===== src/cbiq_pkg.sv =====
// ----------------------------------------------------------------------------
// cbiq_pkg: shared types and constants of the cascaded biquad filter
// Field widths, fixed-point formats, product sequence codes and the
// saturation helpers used by the interfaces and the filter datapath.
// ----------------------------------------------------------------------------
`default_nettype none

package cbiq_pkg;

   // request and response field widths
   localparam int FUNC_W    = 1;
   localparam int ADDR_W    = 7;
   localparam int COEF_W    = 32;
   localparam int SAMPLE_W  = 16;

   // datapath widths: Q8.23 values, 64-bit products, guarded accumulator
   localparam int VALUE_W   = 32;
   localparam int PROD_W    = 64;
   localparam int ACC_W     = 40;
   localparam int FRAC_SH   = 28;

   localparam int WORDS_PER_SECTION = 7;

   // request function codes
   localparam logic [FUNC_W-1:0] FUNC_FILTER = 1'b0;
   localparam logic [FUNC_W-1:0] FUNC_COEF   = 1'b1;

   // one code per coefficient product of a section, then the total gain
   typedef enum logic [2:0] {
      OP_A1W1  = 3'd0,
      OP_A2W2  = 3'd1,
      OP_A0T   = 3'd2,
      OP_B0W   = 3'd3,
      OP_B1W1  = 3'd4,
      OP_B2W2  = 3'd5,
      OP_GAIN  = 3'd6,
      OP_TOTAL = 3'd7
   } op_type;

   // coefficient word offset inside a section for each product
   function automatic logic [2:0] coef_offset(input op_type op);
      logic [2:0] off;
      case (op)
         OP_A1W1:  off = 3'd1;
         OP_A2W2:  off = 3'd2;
         OP_A0T:   off = 3'd0;
         OP_B0W:   off = 3'd3;
         OP_B1W1:  off = 3'd4;
         OP_B2W2:  off = 3'd5;
         OP_GAIN:  off = 3'd6;
         default:  off = 3'd0;
      endcase
      return off;
   endfunction

   // accumulator value does not fit 32 bits
   function automatic logic sat_ovf(input logic [ACC_W-1:0] v);
      return !((&v[ACC_W-1:VALUE_W-1]) || !(|v[ACC_W-1:VALUE_W-1]));
   endfunction

   // clip accumulator value to 32-bit signed
   function automatic logic [VALUE_W-1:0] sat32(input logic [ACC_W-1:0] v);
      logic [VALUE_W-1:0] r;
      if (sat_ovf(v)) begin
         r = v[ACC_W-1] ? {1'b1, {(VALUE_W-1){1'b0}}} : {1'b0, {(VALUE_W-1){1'b1}}};
      end else begin
         r = v[VALUE_W-1:0];
      end
      return r;
   endfunction

endpackage

`default_nettype wire


===== src/cbiq_if.sv =====
// ----------------------------------------------------------------------------
// cbiq_if: request and response channels of the cascaded biquad filter
// Valid/ready channels; a transfer happens when valid and ready are high.
// ----------------------------------------------------------------------------
`default_nettype none

interface cbiq_req_if;
   import cbiq_pkg::*;

   logic                       valid;
   logic                       ready;
   logic [FUNC_W-1:0]          func;
   logic [ADDR_W-1:0]          coef_addr;
   logic signed [COEF_W-1:0]   coef_value;
   logic signed [SAMPLE_W-1:0] sample_in;

   modport source (output valid, func, coef_addr, coef_value, sample_in, input ready);
   modport sink   (input valid, func, coef_addr, coef_value, sample_in, output ready);
endinterface

interface cbiq_rsp_if;
   import cbiq_pkg::*;

   logic                       valid;
   logic                       ready;
   logic signed [SAMPLE_W-1:0] sample_out;
   logic                       saturated;

   modport source (output valid, sample_out, saturated, input ready);
   modport sink   (input valid, sample_out, saturated, output ready);
endinterface

`default_nettype wire


===== src/cascaded_biquad_iir_filter_unit.sv =====
// ----------------------------------------------------------------------------
// cascaded_biquad_iir_filter_unit: fixed-point cascade of biquad sections
// Direct-form-II second-order sections in series, one shared multiplier
// and accumulator stepping through every coefficient product.
// ----------------------------------------------------------------------------
// usage
//   req_bus carries two kinds of request. func = coefficient write stores
//   coef_value at coef_addr (section*7 + a0,a1,a2,b0,b1,b2,gain, then the
//   total gain); addresses past the table are dropped. func =
//   filter runs sample_in through all sections and returns one response on
//   rsp_bus with sample_out and the saturated flag. load every coefficient
//   word before the first sample.
//   sequence: each product is a multiply step, then a round and accumulate
//   step; there are seven products per section plus the total gain, then
//   one rounding step before rsp_bus.valid rises. req_bus.ready is high
//   only while idle, so one sample is taken at a time and the next request
//   waits until the current sample has left the rounding step.
//   the response sits in an output register; a stalled receiver does not
//   block the next request, only the final rounding step of the next
//   sample waits until the register is free.
//   reset clears the section delays and the handshake state; the
//   coefficient memory keeps its contents and is not cleared.
// ----------------------------------------------------------------------------
`default_nettype none

module cascaded_biquad_iir_filter_unit #(
   parameter int SECTIONS = 4
) (
   input  wire logic      clock,
   input  wire logic      reset,
   cbiq_req_if.sink       req_bus,
   cbiq_rsp_if.source     rsp_bus
);
   import cbiq_pkg::*;

   localparam int DEPTH = SECTIONS * WORDS_PER_SECTION + 1;
   localparam int AW    = $clog2(DEPTH);
   localparam int SEC_W = (SECTIONS > 1) ? $clog2(SECTIONS) : 1;
   localparam int RND_W = VALUE_W - 7;

   typedef enum logic [3:0] {
      ST_IDLE  = 4'b0001,
      ST_MUL   = 4'b0010,
      ST_ACC   = 4'b0100,
      ST_ROUND = 4'b1000
   } state_type;

   // sequencer
   state_type              state_ff, state_in;
   op_type                 op_ff, op_in;
   logic [AW-1:0]          base_ff, base_in;
   logic [SEC_W-1:0]       sec_ff, sec_in;
   logic                   last_sec;

   // datapath registers
   logic [VALUE_W-1:0]     x_ff, x_in;      // section input, later its output
   logic [VALUE_W-1:0]     w_ff, w_in;      // new delay value of the section
   logic [VALUE_W-1:0]     tmp_ff, tmp_in;  // inner term, then feed-forward sum
   logic [ACC_W-1:0]       acc_ff, acc_in;
   logic signed [PROD_W-1:0] prod_ff, prod_in;
   logic                   sat_ff, sat_in;

   // coefficient memory
   logic [COEF_W-1:0]      coef_mem [DEPTH];
   logic signed [COEF_W-1:0] coef_q;
   logic [AW-1:0]          rd_addr;
   logic                   coef_we;

   // section delays
   logic [VALUE_W-1:0]     delay_one_ff [SECTIONS];
   logic [VALUE_W-1:0]     delay_two_ff [SECTIONS];
   logic                   delay_we;
   logic [VALUE_W-1:0]     w1, w2;

   // response register
   logic                   rsp_valid_ff, rsp_valid_in;
   logic [SAMPLE_W-1:0]    rsp_sample_ff, rsp_sample_in;
   logic                   rsp_sat_ff, rsp_sat_in;

   // product and accumulate terms
   logic signed [VALUE_W-1:0] opnd_sel;
   logic [ACC_W-1:0]       acc_base, addend, sum;
   logic                   subtract, cin;
   logic [VALUE_W-1:0]     sum_sat;
   logic                   sum_ovf;
   logic [RND_W-1:0]       rnd;
   logic                   rnd_ovf;
   logic [SAMPLE_W-1:0]    rnd_sat;
   logic                   req_fire;

   assign req_bus.ready      = (state_ff == ST_IDLE);
   assign req_fire           = req_bus.valid && req_bus.ready;
   assign rsp_bus.valid      = rsp_valid_ff;
   assign rsp_bus.sample_out = rsp_sample_ff;
   assign rsp_bus.saturated  = rsp_sat_ff;

   assign w1       = delay_one_ff[sec_ff];
   assign w2       = delay_two_ff[sec_ff];
   assign last_sec = (sec_ff == SEC_W'(SECTIONS - 1));

   // coefficient fetch always follows the next product in the sequence
   assign rd_addr = base_in + AW'(coef_offset(op_in));
   assign coef_we = req_fire && (req_bus.func == FUNC_COEF) &&
                    (req_bus.coef_addr < ADDR_W'(DEPTH));

   always_ff @(posedge clock) begin
      if (coef_we) begin
         coef_mem[req_bus.coef_addr[AW-1:0]] <= req_bus.coef_value;
      end
      coef_q <= coef_mem[rd_addr];
   end

   // operand of the shared multiplier
   always_comb begin
      case (op_ff)
         OP_A1W1, OP_B1W1: opnd_sel = w1;
         OP_A2W2, OP_B2W2: opnd_sel = w2;
         OP_A0T, OP_GAIN:  opnd_sel = tmp_ff;
         OP_B0W:           opnd_sel = w_ff;
         default:          opnd_sel = x_ff;
      endcase
   end

   assign prod_in = coef_q * opnd_sel;

   // rounding half up folds into the adder carry: floor(p/2^28) + p[27]
   always_comb begin
      case (op_ff)
         OP_A1W1:                          acc_base = {{(ACC_W-VALUE_W){x_ff[VALUE_W-1]}}, x_ff};
         OP_A0T, OP_B0W, OP_GAIN, OP_TOTAL: acc_base = '0;
         default:                          acc_base = acc_ff;
      endcase
      subtract = op_ff inside {OP_A1W1, OP_A2W2};
      addend   = {{(ACC_W-(PROD_W-FRAC_SH)){prod_ff[PROD_W-1]}}, prod_ff[PROD_W-1:FRAC_SH]};
      cin      = prod_ff[FRAC_SH-1];
      if (subtract) begin
         addend = ~addend;
         cin    = ~cin;
      end
      sum     = acc_base + addend + {{(ACC_W-1){1'b0}}, cin};
      sum_sat = sat32(sum);
      sum_ovf = sat_ovf(sum);
   end

   // final Q8.23 to Q1.15: floor((v + 128) / 256), clipped
   always_comb begin
      rnd     = {x_ff[VALUE_W-1], x_ff[VALUE_W-1:8]} + {{(RND_W-1){1'b0}}, x_ff[7]};
      rnd_ovf = !((&rnd[RND_W-1:SAMPLE_W-1]) || !(|rnd[RND_W-1:SAMPLE_W-1]));
      if (rnd_ovf) begin
         rnd_sat = rnd[RND_W-1] ? {1'b1, {(SAMPLE_W-1){1'b0}}} : {1'b0, {(SAMPLE_W-1){1'b1}}};
      end else begin
         rnd_sat = rnd[SAMPLE_W-1:0];
      end
   end

   // sequencer and datapath next state
   always_comb begin
      state_in      = state_ff;
      op_in         = op_ff;
      base_in       = base_ff;
      sec_in        = sec_ff;
      x_in          = x_ff;
      w_in          = w_ff;
      tmp_in        = tmp_ff;
      acc_in        = acc_ff;
      sat_in        = sat_ff;
      delay_we      = 1'b0;
      rsp_valid_in  = rsp_valid_ff && !rsp_bus.ready;
      rsp_sample_in = rsp_sample_ff;
      rsp_sat_in    = rsp_sat_ff;

      case (state_ff)
         ST_IDLE: begin
            if (req_fire && (req_bus.func == FUNC_FILTER)) begin
               // sample enters as Q8.23
               x_in     = {{(VALUE_W-SAMPLE_W-8){req_bus.sample_in[SAMPLE_W-1]}},
                           req_bus.sample_in, 8'd0};
               sat_in   = 1'b0;
               sec_in   = '0;
               base_in  = '0;
               op_in    = OP_A1W1;
               state_in = ST_MUL;
            end
         end
         ST_MUL: begin
            state_in = ST_ACC;
         end
         ST_ACC: begin
            acc_in   = sum;
            state_in = ST_MUL;
            case (op_ff)
               OP_A1W1: op_in = OP_A2W2;
               OP_A2W2: begin
                  tmp_in = sum_sat;
                  sat_in = sat_ff | sum_ovf;
                  op_in  = OP_A0T;
               end
               OP_A0T: begin
                  w_in   = sum_sat;
                  sat_in = sat_ff | sum_ovf;
                  op_in  = OP_B0W;
               end
               OP_B0W:  op_in = OP_B1W1;
               OP_B1W1: op_in = OP_B2W2;
               OP_B2W2: begin
                  tmp_in = sum_sat;
                  sat_in = sat_ff | sum_ovf;
                  op_in  = OP_GAIN;
               end
               OP_GAIN: begin
                  // section output feeds the next section, delays shift
                  x_in     = sum_sat;
                  sat_in   = sat_ff | sum_ovf;
                  delay_we = 1'b1;
                  base_in  = base_ff + AW'(WORDS_PER_SECTION);
                  if (last_sec) begin
                     op_in = OP_TOTAL;
                  end else begin
                     sec_in = sec_ff + SEC_W'(1);
                     op_in  = OP_A1W1;
                  end
               end
               OP_TOTAL: begin
                  x_in     = sum_sat;
                  sat_in   = sat_ff | sum_ovf;
                  state_in = ST_ROUND;
               end
               default: state_in = ST_IDLE;
            endcase
         end
         ST_ROUND: begin
            // wait here only while the previous response is still held
            if (!rsp_valid_ff || rsp_bus.ready) begin
               rsp_valid_in  = 1'b1;
               rsp_sample_in = rnd_sat;
               rsp_sat_in    = sat_ff | rnd_ovf;
               state_in      = ST_IDLE;
            end
         end
         default: state_in = ST_IDLE;
      endcase
   end

   always_ff @(posedge clock) begin
      if (reset) begin
         state_ff     <= ST_IDLE;
         op_ff        <= OP_A1W1;
         base_ff      <= '0;
         sec_ff       <= '0;
         rsp_valid_ff <= 1'b0;
         sat_ff       <= 1'b0;
      end else begin
         state_ff     <= state_in;
         op_ff        <= op_in;
         base_ff      <= base_in;
         sec_ff       <= sec_in;
         rsp_valid_ff <= rsp_valid_in;
         sat_ff       <= sat_in;
      end
   end

   always_ff @(posedge clock) begin
      x_ff          <= x_in;
      w_ff          <= w_in;
      tmp_ff        <= tmp_in;
      acc_ff        <= acc_in;
      prod_ff       <= prod_in;
      rsp_sample_ff <= rsp_sample_in;
      rsp_sat_ff    <= rsp_sat_in;
   end

   always_ff @(posedge clock) begin
      if (reset) begin
         for (int i = 0; i < SECTIONS; i++) begin
            delay_one_ff[i] <= '0;
            delay_two_ff[i] <= '0;
         end
      end else if (delay_we) begin
         delay_two_ff[sec_ff] <= delay_one_ff[sec_ff];
         delay_one_ff[sec_ff] <= w_ff;
      end
   end

endmodule

`default_nettype wire

===== src/flat_wrapper.sv =====
// flat-port wrapper written by rule: the top's interface ports become plain ports
module cascaded_biquad_iir_filter_unit_flat import cbiq_pkg::*;
#(
   parameter int SECTIONS = 4
)
  (clock, reset, req_bus_valid, req_bus_func, req_bus_coef_addr, req_bus_coef_value, req_bus_sample_in, req_bus_ready, rsp_bus_valid, rsp_bus_sample_out, rsp_bus_saturated, rsp_bus_ready);
  cbiq_req_if req_bus_i ();
  cbiq_rsp_if rsp_bus_i ();
  input  wire logic clock;
  input  wire logic reset;
  input wire logic [$bits(req_bus_i.valid)-1:0] req_bus_valid;
  input wire logic [$bits(req_bus_i.func)-1:0] req_bus_func;
  input wire logic [$bits(req_bus_i.coef_addr)-1:0] req_bus_coef_addr;
  input wire logic [$bits(req_bus_i.coef_value)-1:0] req_bus_coef_value;
  input wire logic [$bits(req_bus_i.sample_in)-1:0] req_bus_sample_in;
  output wire logic [$bits(req_bus_i.ready)-1:0] req_bus_ready;
  output wire logic [$bits(rsp_bus_i.valid)-1:0] rsp_bus_valid;
  output wire logic [$bits(rsp_bus_i.sample_out)-1:0] rsp_bus_sample_out;
  output wire logic [$bits(rsp_bus_i.saturated)-1:0] rsp_bus_saturated;
  input wire logic [$bits(rsp_bus_i.ready)-1:0] rsp_bus_ready;
  assign req_bus_i.valid = req_bus_valid;
  assign req_bus_i.func = req_bus_func;
  assign req_bus_i.coef_addr = req_bus_coef_addr;
  assign req_bus_i.coef_value = req_bus_coef_value;
  assign req_bus_i.sample_in = req_bus_sample_in;
  assign req_bus_ready = req_bus_i.ready;
  assign rsp_bus_valid = rsp_bus_i.valid;
  assign rsp_bus_sample_out = rsp_bus_i.sample_out;
  assign rsp_bus_saturated = rsp_bus_i.saturated;
  assign rsp_bus_i.ready = rsp_bus_ready;
  cascaded_biquad_iir_filter_unit #(.SECTIONS(SECTIONS)) u_core (.clock(clock), .reset(reset), .req_bus(req_bus_i), .rsp_bus(rsp_bus_i));
endmodule

===== config.mk =====
export PLATFORM = sky130hd
export DESIGN_NAME = cascaded_biquad_iir_filter_unit_flat
export DESIGN_NICKNAME = d
export VERILOG_FILES = /design/src/cbiq_pkg.sv /design/src/cbiq_if.sv /design/src/cascaded_biquad_iir_filter_unit.sv /design/src/flat_wrapper.sv
export SDC_FILE = /design/constraint.sdc
export NUM_CORES = 2
export LEC_CHECK = 0
export ABC_AREA = 1
export BUFFER_PORTS_ARGS = -buffer_cell sky130_fd_sc_hd__buf_2
export CORE_ASPECT_RATIO = 0.9
export CORE_MARGIN = 8
export CORE_UTILIZATION = 29
export CTS_BUF_LIST = sky130_fd_sc_hd__clkbuf_4 sky130_fd_sc_hd__clkbuf_8
export DETAILED_ROUTE_END_ITERATION = 6
export GPL_TIMING_DRIVEN = 0
export SLEW_MARGIN = 10
export SYNTH_ARGS = -nofsm -noshare
export SYNTH_HDL_FRONTEND = slang
export SYNTH_SLANG_ARGS = --single-unit

===== constraint.sdc =====
create_clock -name clock -period 8 [get_ports clock]
set_clock_uncertainty 0.1 [all_clocks]
set_input_delay 1.6 -clock clock [delete_from_list [all_inputs] [get_ports clock]]
set_output_delay 1.6 -clock clock [all_outputs]
set_load 0.005 [all_outputs]

After elaboration in Yosys (flattened, before gate mapping):

Memory sizes are Yosys's and may differ from the RTL's. A register that Yosys moved wholly into a read port is not among the register bits.
Cells that the tools add are included.

* bits in registers: 233
* memory bits (writable): 1184
* output and inout port bits: 19
* logic and storage cells: 140
* memories: 3

* add/subtract/negate cells: 6
* $mul: 1
* magnitude comparators: 1
* equal/unequal tests: 23
* mux-type cells: 51
* bitwise gates (word level): 5
* reduce and logical (&&, ||, !) cells: 37

Memories
* u_core.coef_mem: depth 29, width 32, rd ports 1, clocked after memory_dff 1, wr ports 1, RTL line cascaded_biquad_iir_filter_unit.sv:64 `logic [COEF_W-1:0] coef_mem [DEPTH];`
* u_core.delay_one_ff: depth 4, width 32, rd ports 1, clocked after memory_dff 1, wr ports 4, RTL line cascaded_biquad_iir_filter_unit.sv:70 `logic [VALUE_W-1:0] delay_one_ff [SECTIONS];`
* u_core.delay_two_ff: depth 4, width 32, rd ports 1, clocked after memory_dff 1, wr ports 4, RTL line cascaded_biquad_iir_filter_unit.sv:71 `logic [VALUE_W-1:0] delay_two_ff [SECTIONS];`

Operators with widths (count)
* 32-bit 2-to-1 mux: 6
* 32-bit one-hot mux with 4 select lines: 1
* 40-bit one-hot mux with 2 select lines: 1
* 32-bit by 32-bit multiplier with 64-bit output: 1
* 32-bit one-hot mux with 2 select lines: 1
* 32-bit OR reduction: 2
* 40-bit by 1-bit adder with 40-bit output: 1
* 40-bit adder: 1
* 40-bit 2-to-1 mux: 1
* 40-bit inverter: 1
* 16-bit 2-to-1 mux: 2
* 24-bit by 2-bit adder with 25-bit output: 1
* 3-bit == test, second input constant: 7
* 3-bit one-hot mux with 7 select lines: 1
* 2-bit 2-to-1 mux: 9
* 3-bit one-hot mux with 6 select lines: 1
* 1-bit 2-to-1 mux: 16
* 4-bit one-hot mux with 4 select lines: 1
* 4-bit 2-to-1 mux: 3
* 5-bit 2-to-1 mux: 2
* 5-bit one-hot mux with 2 select lines: 1
* 10-bit AND reduction: 1
* 10-bit OR reduction: 1
* 3-bit by 2-bit == test with 1-bit output, second input constant: 3
* other kinds (31): 59

Logic depth before layout (Yosys ltp):

* depth in word-level cells: 12
* gate-level depth with buffers: 45
* depth with buffers taken out: 42

Worst setup path after synthesis:

Ideal clock, no wire load.

* path type: reg2reg
* start point: register u_core.op_ff[1]
* end point: register u_core.prod_ff[58]
* library setup time: 0.120 ns
* data arrival time: 8.149 ns
* required time: 7.780 ns
* slack: -0.369 ns
* cell stages (with the launch flop): 36
* buffers on the path: 4
* path through: dfxtp_1 > inv_1 > ha_1 > clkbuf_2 > inv_1 > nand2_2 > nor2_1 > buf_2 > buf_2 > buf_2 > nand2_1 > nand2_1 > nor2_1 > fa_1 > inv_1 > fa_1 > inv_1 > fa_1 > fa_1 > inv_1 > fa_1 > inv_1 > fa_1 > inv_1 > fa_1 > inv_1 > fa_1 > ha_1 > a21oi_1 > inv_1 > a31oi_1 > o21a_1 > o21ai_0 > a21oi_1 > nand2_1 > xor2_1

* cells in the longest elaborated chain, start to end: 4

Ends and longest elaborated chain
* start: declaration: RTL line cascaded_biquad_iir_filter_unit.sv:50 `op_type op_ff, op_in;`
* start signal: assignment: RTL line cascaded_biquad_iir_filter_unit.sv:254 `op_ff <= op_in;`
* 3-bit by 2-bit == test with 1-bit output, or another cell as far along: RTL line cascaded_biquad_iir_filter_unit.sv:115 `case (op_ff)`
* 2-bit OR reduction, on equally long branches
* 32-bit one-hot mux with 4 select lines (*): RTL line cascaded_biquad_iir_filter_unit.sv:115
* 32-bit by 32-bit multiplier with 64-bit output (*): RTL line cascaded_biquad_iir_filter_unit.sv:124 `assign prod_in = coef_q * opnd_sel;`
* named net u_core.prod_in[58]: RTL line cascaded_biquad_iir_filter_unit.sv:60 `logic signed [PROD_W-1:0] prod_ff, prod_in;`
* end signal: assignment: RTL line cascaded_biquad_iir_filter_unit.sv:267 `prod_ff <= prod_in;`
* end: declaration: RTL line cascaded_biquad_iir_filter_unit.sv:60

The timed path passes the listed nets; every way through them passes the cells marked *.
A chain may end at the register's enable or synchronous reset.

==> report_table.html <==
<table>
<tr><th>Metric</th><th>Value</th></tr>
<tr><th colspan="2">Floorplanning</th></tr>
<tr><td># IOs</td><td>slightly below 80</td></tr>
<tr><td>Total die area</td><td>351000 um^2</td></tr>
<tr><td>Die Ht</td><td>about 560 um</td></tr>
<tr><td>Starting utilization of the core area</td><td>29.2%</td></tr>
<tr><td>Width of the die</td><td>623 um</td></tr>
<tr><td>CORE AREA</td><td>between 300000 and 400000 um^2</td></tr>
<tr><td>Number of standard-cell rows in the floorplan</td><td>200</td></tr>
<tr><th colspan="2">Setup path</th></tr>
<tr><td>Path depth of the worst reg2reg path</td><td>34</td></tr>
<tr><td>R2r setup slk</td><td>-0.91 ns</td></tr>
<tr><td>Reg-to-Reg End</td><td>u_core.prod_ff[61]</td></tr>
<tr><td>Library cell appearing most often on the critical path</td><td>sky130_fd_sc_hd__fa_1</td></tr>
<tr><td>CP max FO</td><td>6</td></tr>
<tr><td>Critical Path AT</td><td>around 9.7 ns</td></tr>
<tr><td>Last element of the critical path</td><td>u_core.prod_ff[61]</td></tr>
<tr><td>Crit-path max cell delay</td><td>0.63 ns</td></tr>
<tr><td>Type of element launching the critical path</td><td>flop</td></tr>
<tr><td>Data required time of the critical path</td><td>8.75 ns</td></tr>
<tr><td>Master of the slowest instance on the critical path</td><td>sky130_fd_sc_hd__o211ai_1</td></tr>
<tr><td>Crit. End Element</td><td>flop</td></tr>
<tr><td>Critical path start-end classification</td><td>flop to flop</td></tr>
<tr><th colspan="2">STA</th></tr>
<tr><td>Highest clock rate</td><td>around 110 MHz</td></tr>
<tr><td>Slew Viols, Final</td><td>0</td></tr>
<tr><td>Setup repair after global routing missed its margin</td><td>yes</td></tr>
<tr><td>Final hold violation count</td><td>0</td></tr>
<tr><td>Final period utilization</td><td>111%</td></tr>
<tr><td>Final setup violating endpoints</td><td>37</td></tr>
<tr><td>Worst Hold Margin</td><td>a little under 0.4 ns</td></tr>
<tr><td>Slew Limit Headroom</td><td>a little under a fifth</td></tr>
<tr><td>Worst setup slack after layout</td><td>-0.909 ns</td></tr>
<tr><td>Sum Neg Setup Slack</td><td>-23.48 ns</td></tr>
<tr><td>Transition at the pin with the smallest max-transition slack</td><td>~1.2 ns</td></tr>
<tr><td>Crit path time final</td><td>8.91 ns</td></tr>
<tr><th colspan="2">GRT</th></tr>
<tr><td>First-pass GRT wire length</td><td>504000 um</td></tr>
<tr><td>Overflow left after global routing</td><td>0</td></tr>
<tr><td>Largest net degree at the start of global routing</td><td>39</td></tr>
<tr><td>Total global-route track usage</td><td>19.3%</td></tr>
<tr><td>Antenna violations before repair</td><td>17</td></tr>
<tr><td>Vias in the first global route</td><td>73.1k</td></tr>
<tr><th colspan="2">Route</th></tr>
<tr><td>DRT Pass-1 Iters</td><td>7</td></tr>
<tr><td>DR DRC count</td><td>17</td></tr>
<tr><td>DRT antenna net count</td><td>0</td></tr>
<tr><td>Via/cell ratio</td><td>about 5.1</td></tr>
<tr><td>Total wirelength of the detailed-routed design</td><td>about 350000 um</td></tr>
<tr><td>Highest metal used</td><td>met5</td></tr>
<tr><td>Overall via count from detail_route</td><td>approximately 75k</td></tr>
<tr><td>Total met2 wirelength after detailed routing</td><td>between 150000 and 200000 um</td></tr>
<tr><td>Post-DR wirelength/cell</td><td>between 20 and 25 um</td></tr>
<tr><td>Met1 wire length</td><td>140000 um</td></tr>
<tr><td>Violation count after the first detailed-route iteration</td><td>a little under 10k</td></tr>
<tr><td>Met3 Wirelength</td><td>45400 um</td></tr>
<tr><th colspan="2">Synth</th></tr>
<tr><td>Yosys warning count</td><td>0</td></tr>
<tr><td>Post-Synth Adder-Cell Area</td><td>25.5%</td></tr>
<tr><td>Number of synthesized register bits</td><td>roughly 1.4k</td></tr>
<tr><td>Simple-gate share of the synthesized area</td><td>between 10% and 20%</td></tr>
<tr><td>Cell count after synthesis</td><td>just under 10k</td></tr>
<tr><td>Post-synth design cell area</td><td>just under 100000 um^2</td></tr>
<tr><td>Synthesized netlist net count</td><td>roughly 11k</td></tr>
<tr><td>Synthesized area per cell</td><td>between 9 and 10 um^2</td></tr>
<tr><td>Synthesized-area fraction occupied by ao, oa, aoi and oai cells</td><td>4.43%</td></tr>
<tr><td>Post-synthesis sequential area ratio</td><td>between 40% and 50%</td></tr>
<tr><td>Dominant synthesized flop cell</td><td>sky130_fd_sc_hd__edfxtp_1</td></tr>
<tr><td>Post-synth EDFFs</td><td>roughly 1.3k</td></tr>
<tr><td>Dominant combinational cell family by area after synthesis</td><td>adder cells</td></tr>
<tr><td>Async set or reset register ratio after synthesis</td><td>0%</td></tr>
<tr><td>Share of cell area taken by muxes after synthesis</td><td>0%</td></tr>
<tr><td>Synth Area in XOR/XNOR</td><td>~1.2%</td></tr>
<tr><td>Distinct cells, synth</td><td>around 60</td></tr>
<tr><th colspan="2">CTS</th></tr>
<tr><td>Buffer depth of the longest clock path</td><td>4</td></tr>
<tr><td>Number of H-tree levels</td><td>4</td></tr>
<tr><td>Clock tree from TritonCTS</td><td>yes</td></tr>
<tr><td>Number of sinks on the clock net</td><td>between 1k and 1.5k</td></tr>
<tr><td>Clock latency reported for the late side of the worst-skew pair</td><td>1.12 ns</td></tr>
<tr><td>Clock root buffer</td><td>sky130_fd_sc_hd__clkbuf_8</td></tr>
<tr><td>CTS Hold Buffers Added</td><td>0</td></tr>
<tr><td>Cts bufs inserted</td><td>roughly 230</td></tr>
<tr><td>Clock slew at the register clock pins of the worst setup and hold paths</td><td>about 0.07 ns</td></tr>
<tr><th colspan="2">Placement</th></tr>
<tr><td>Cell area reported after detailed placement</td><td>slightly above 100000 um^2</td></tr>
<tr><td>RePlAce Congestion</td><td>approximately 1.0</td></tr>
<tr><td>Number of buffers added on ports</td><td>77</td></tr>
<tr><td>Half-perimeter wire length of the detailed placement result</td><td>about 260000 um</td></tr>
<tr><th colspan="2">Layout</th></tr>
<tr><td>Area added between synthesis and finish</td><td>18.9%</td></tr>
<tr><td>Final design area excluding fillers</td><td>approximately 110000 um^2</td></tr>
<tr><td>Layout cells sized above 1</td><td>between 10% and 20%</td></tr>
<tr><td>Fin util</td><td>around a third</td></tr>
<tr><td>Final net count</td><td>about 12k</td></tr>
<tr><td>Filler Cells Inserted</td><td>33.1k</td></tr>
<tr><th colspan="2">Min path</th></tr>
<tr><td>Cell depth of the worst hold path</td><td>2</td></tr>
<tr><td>Worst min-delay path class</td><td>flop to flop</td></tr>
<tr><th colspan="2">Status</th></tr>
<tr><td>Outcome</td><td>complete, but fails checks</td></tr>
<tr><td>Violations in the final reports</td><td>DRC, setup timing</td></tr>
<tr><th colspan="2">Job</th></tr>
<tr><td>Number of max-cap violations</td><td>0</td></tr>
</table>
-- cell usage in the layout (no fill, tap or decap), types with 30 or more instances in the layout --
cell type / n
sky130_fd_sc_hd__a21oi_1: 167
sky130_fd_sc_hd__a21oi_2: 41
sky130_fd_sc_hd__a32o_1: 48
sky130_fd_sc_hd__buf_12: 81
sky130_fd_sc_hd__buf_2: 116
sky130_fd_sc_hd__buf_4: 212
sky130_fd_sc_hd__buf_6: 66
sky130_fd_sc_hd__clkbuf_1: 286
sky130_fd_sc_hd__clkbuf_4: 87
sky130_fd_sc_hd__clkbuf_8: 258
sky130_fd_sc_hd__clkinv_1: 62
sky130_fd_sc_hd__dfxtp_1: 83
sky130_fd_sc_hd__edfxtp_1: 1337
sky130_fd_sc_hd__fa_1: 1016
sky130_fd_sc_hd__fa_2: 68
sky130_fd_sc_hd__ha_1: 181
sky130_fd_sc_hd__ha_4: 44
sky130_fd_sc_hd__inv_1: 1236
sky130_fd_sc_hd__inv_2: 55
sky130_fd_sc_hd__nand2_1: 2019
sky130_fd_sc_hd__nand2_2: 51
sky130_fd_sc_hd__nand2_4: 49
sky130_fd_sc_hd__nand3_1: 816
sky130_fd_sc_hd__nor2_1: 1080
sky130_fd_sc_hd__nor2_2: 37
sky130_fd_sc_hd__nor2_4: 68
sky130_fd_sc_hd__nor3_1: 53
sky130_fd_sc_hd__o211ai_1: 30
sky130_fd_sc_hd__o21ai_0: 207
sky130_fd_sc_hd__o22ai_1: 46
sky130_fd_sc_hd__xnor2_1: 67
sky130_fd_sc_hd__xor2_1: 59
-- how the worst min path moves through the flow --
stage                            startpoint                 to  slack, ns
after floorplan               u_core.sat_ff      u_core.sat_ff       0.33
after global placement    u_core.base_ff[0]  u_core.base_ff[0]       0.37
after detailed placement  u_core.base_ff[0]  u_core.base_ff[0]       0.38
after CTS                 u_core.base_ff[0]  u_core.base_ff[0]       0.39
after global routing      u_core.base_ff[0]  u_core.base_ff[0]       0.42
final                     u_core.base_ff[0]  u_core.base_ff[0]       0.39
-- synthesized netlist by cell type (33+ instances only) --
master | n | area, um^2
sky130_fd_sc_hd__nand2_1 | 2113 | 7930
sky130_fd_sc_hd__nor3_1 | 55 | 275
sky130_fd_sc_hd__inv_1 | 1307 | 4910
sky130_fd_sc_hd__a211oi_1 | 33 | 248
sky130_fd_sc_hd__fa_1 | 1084 | 21700
sky130_fd_sc_hd__nor2_1 | 1178 | 4420
sky130_fd_sc_hd__xnor2_1 | 67 | 587
sky130_fd_sc_hd__xor2_1 | 62 | 543
sky130_fd_sc_hd__o21ai_0 | 253 | 1270
sky130_fd_sc_hd__nand3_1 | 822 | 4110
sky130_fd_sc_hd__edfxtp_1 | 1337 | 40100
sky130_fd_sc_hd__buf_2 | 106 | 531
sky130_fd_sc_hd__a32o_1 | 57 | 571
sky130_fd_sc_hd__dfxtp_1 | 87 | 1740
sky130_fd_sc_hd__ha_1 | 229 | 2870
sky130_fd_sc_hd__o22ai_1 | 51 | 319
sky130_fd_sc_hd__a21oi_1 | 222 | 1110
sky130_fd_sc_hd__clkbuf_1 | 342 | 1280
-- critical path: cells and delay by family, from the launching register on --
kind	cells	cell delay [ns]
buffers and inverters	10	1.25
DFF	1	0.34
adders and majority gates	9	4.22
and+or+nand+nor	10	1.26
AOI/OAI and AO/OA	5	1.62
-- metal layers --
layer / GRT usage (%) / up-vias
li1: - / 32300
met1: 26.5 / 37500
met2: 28.6 / 4708
met3: 5.52 / 877
met4: 8.08 / 12
met5: 0 / -
-- state kept, by name (all words and copies together), names as in the netlist, named ones only --
name / flops
u_core.coef_q: 32
u_core.sat_ff: 1
u_core.rsp_bus.saturated: 1
u_core.delay_two_ff: 128
u_core.state_ff: 4
u_core.rsp_bus.sample_out: 16
u_core.acc_ff: 40
u_core.base_ff: 5
u_core.op_ff: 3
u_core.prod_ff: 37
u_core.coef_mem: 928
u_core.w_ff: 32
u_core.sec_ff: 2
u_core.tmp_ff: 32
u_core.x_ff: 32
u_core.delay_one_ff: 128
u_core.rsp_bus.valid: 1
-- area by class of cell --
cell class / count / area [um^2] / share of cell area, %
Timing Repair Buffer: 406 / 4330 / 3.78
Multi-Input combinational cell: 6403 / 50100 / 43.8
Tap cell: 4343 / 5430 / 4.75
Clock inverter: 83 / 493 / 0.431
Antenna cell: 13 / 32.5 / 0.0284
Sequential cell: 1424 / 41900 / 36.6
Inverter: 1336 / 5180 / 4.52
Clock buffer: 316 / 3850 / 3.37
Buffer: 479 / 3140 / 2.74
-- timing repair --
item / CTS / global route
resized for setup: 874 / 252
endpoints found under the setup margin: 37 / 37
pin swaps: 192 / 169
gates cloned: 8 / 4
buffers inserted: 183 / 89
-- cell families (layout without fill, tap and decap cells) --
group / count (synthesis) / in the layout
DFF: 1424 / 1424
adders and majority gates: 1313 / 1313
buffers and inverters: 1821 / 2620
other: 0 / 13
and+or+nand+nor: 4245 / 4245
AOI/OAI and AO/OA: 715 / 715
xor gates and xnor gates: 130 / 130
-- through the flow --
| step | std cells | setup WS [ns] |
|---|---|---|
| finish | 14800 | -0.909 |
| global route | 14800 | -1.03 |
| CTS | 14700 | -0.793 |
| detailed placement | 14100 | -3.30 |
| global placement | 14100 | -3.24 |
| floorplan | 9648 | 0.000683 |
Power is left out: the tool's default activity adds up to more than one toggle a clock period on the data nets, which glitch-free logic cannot reach.
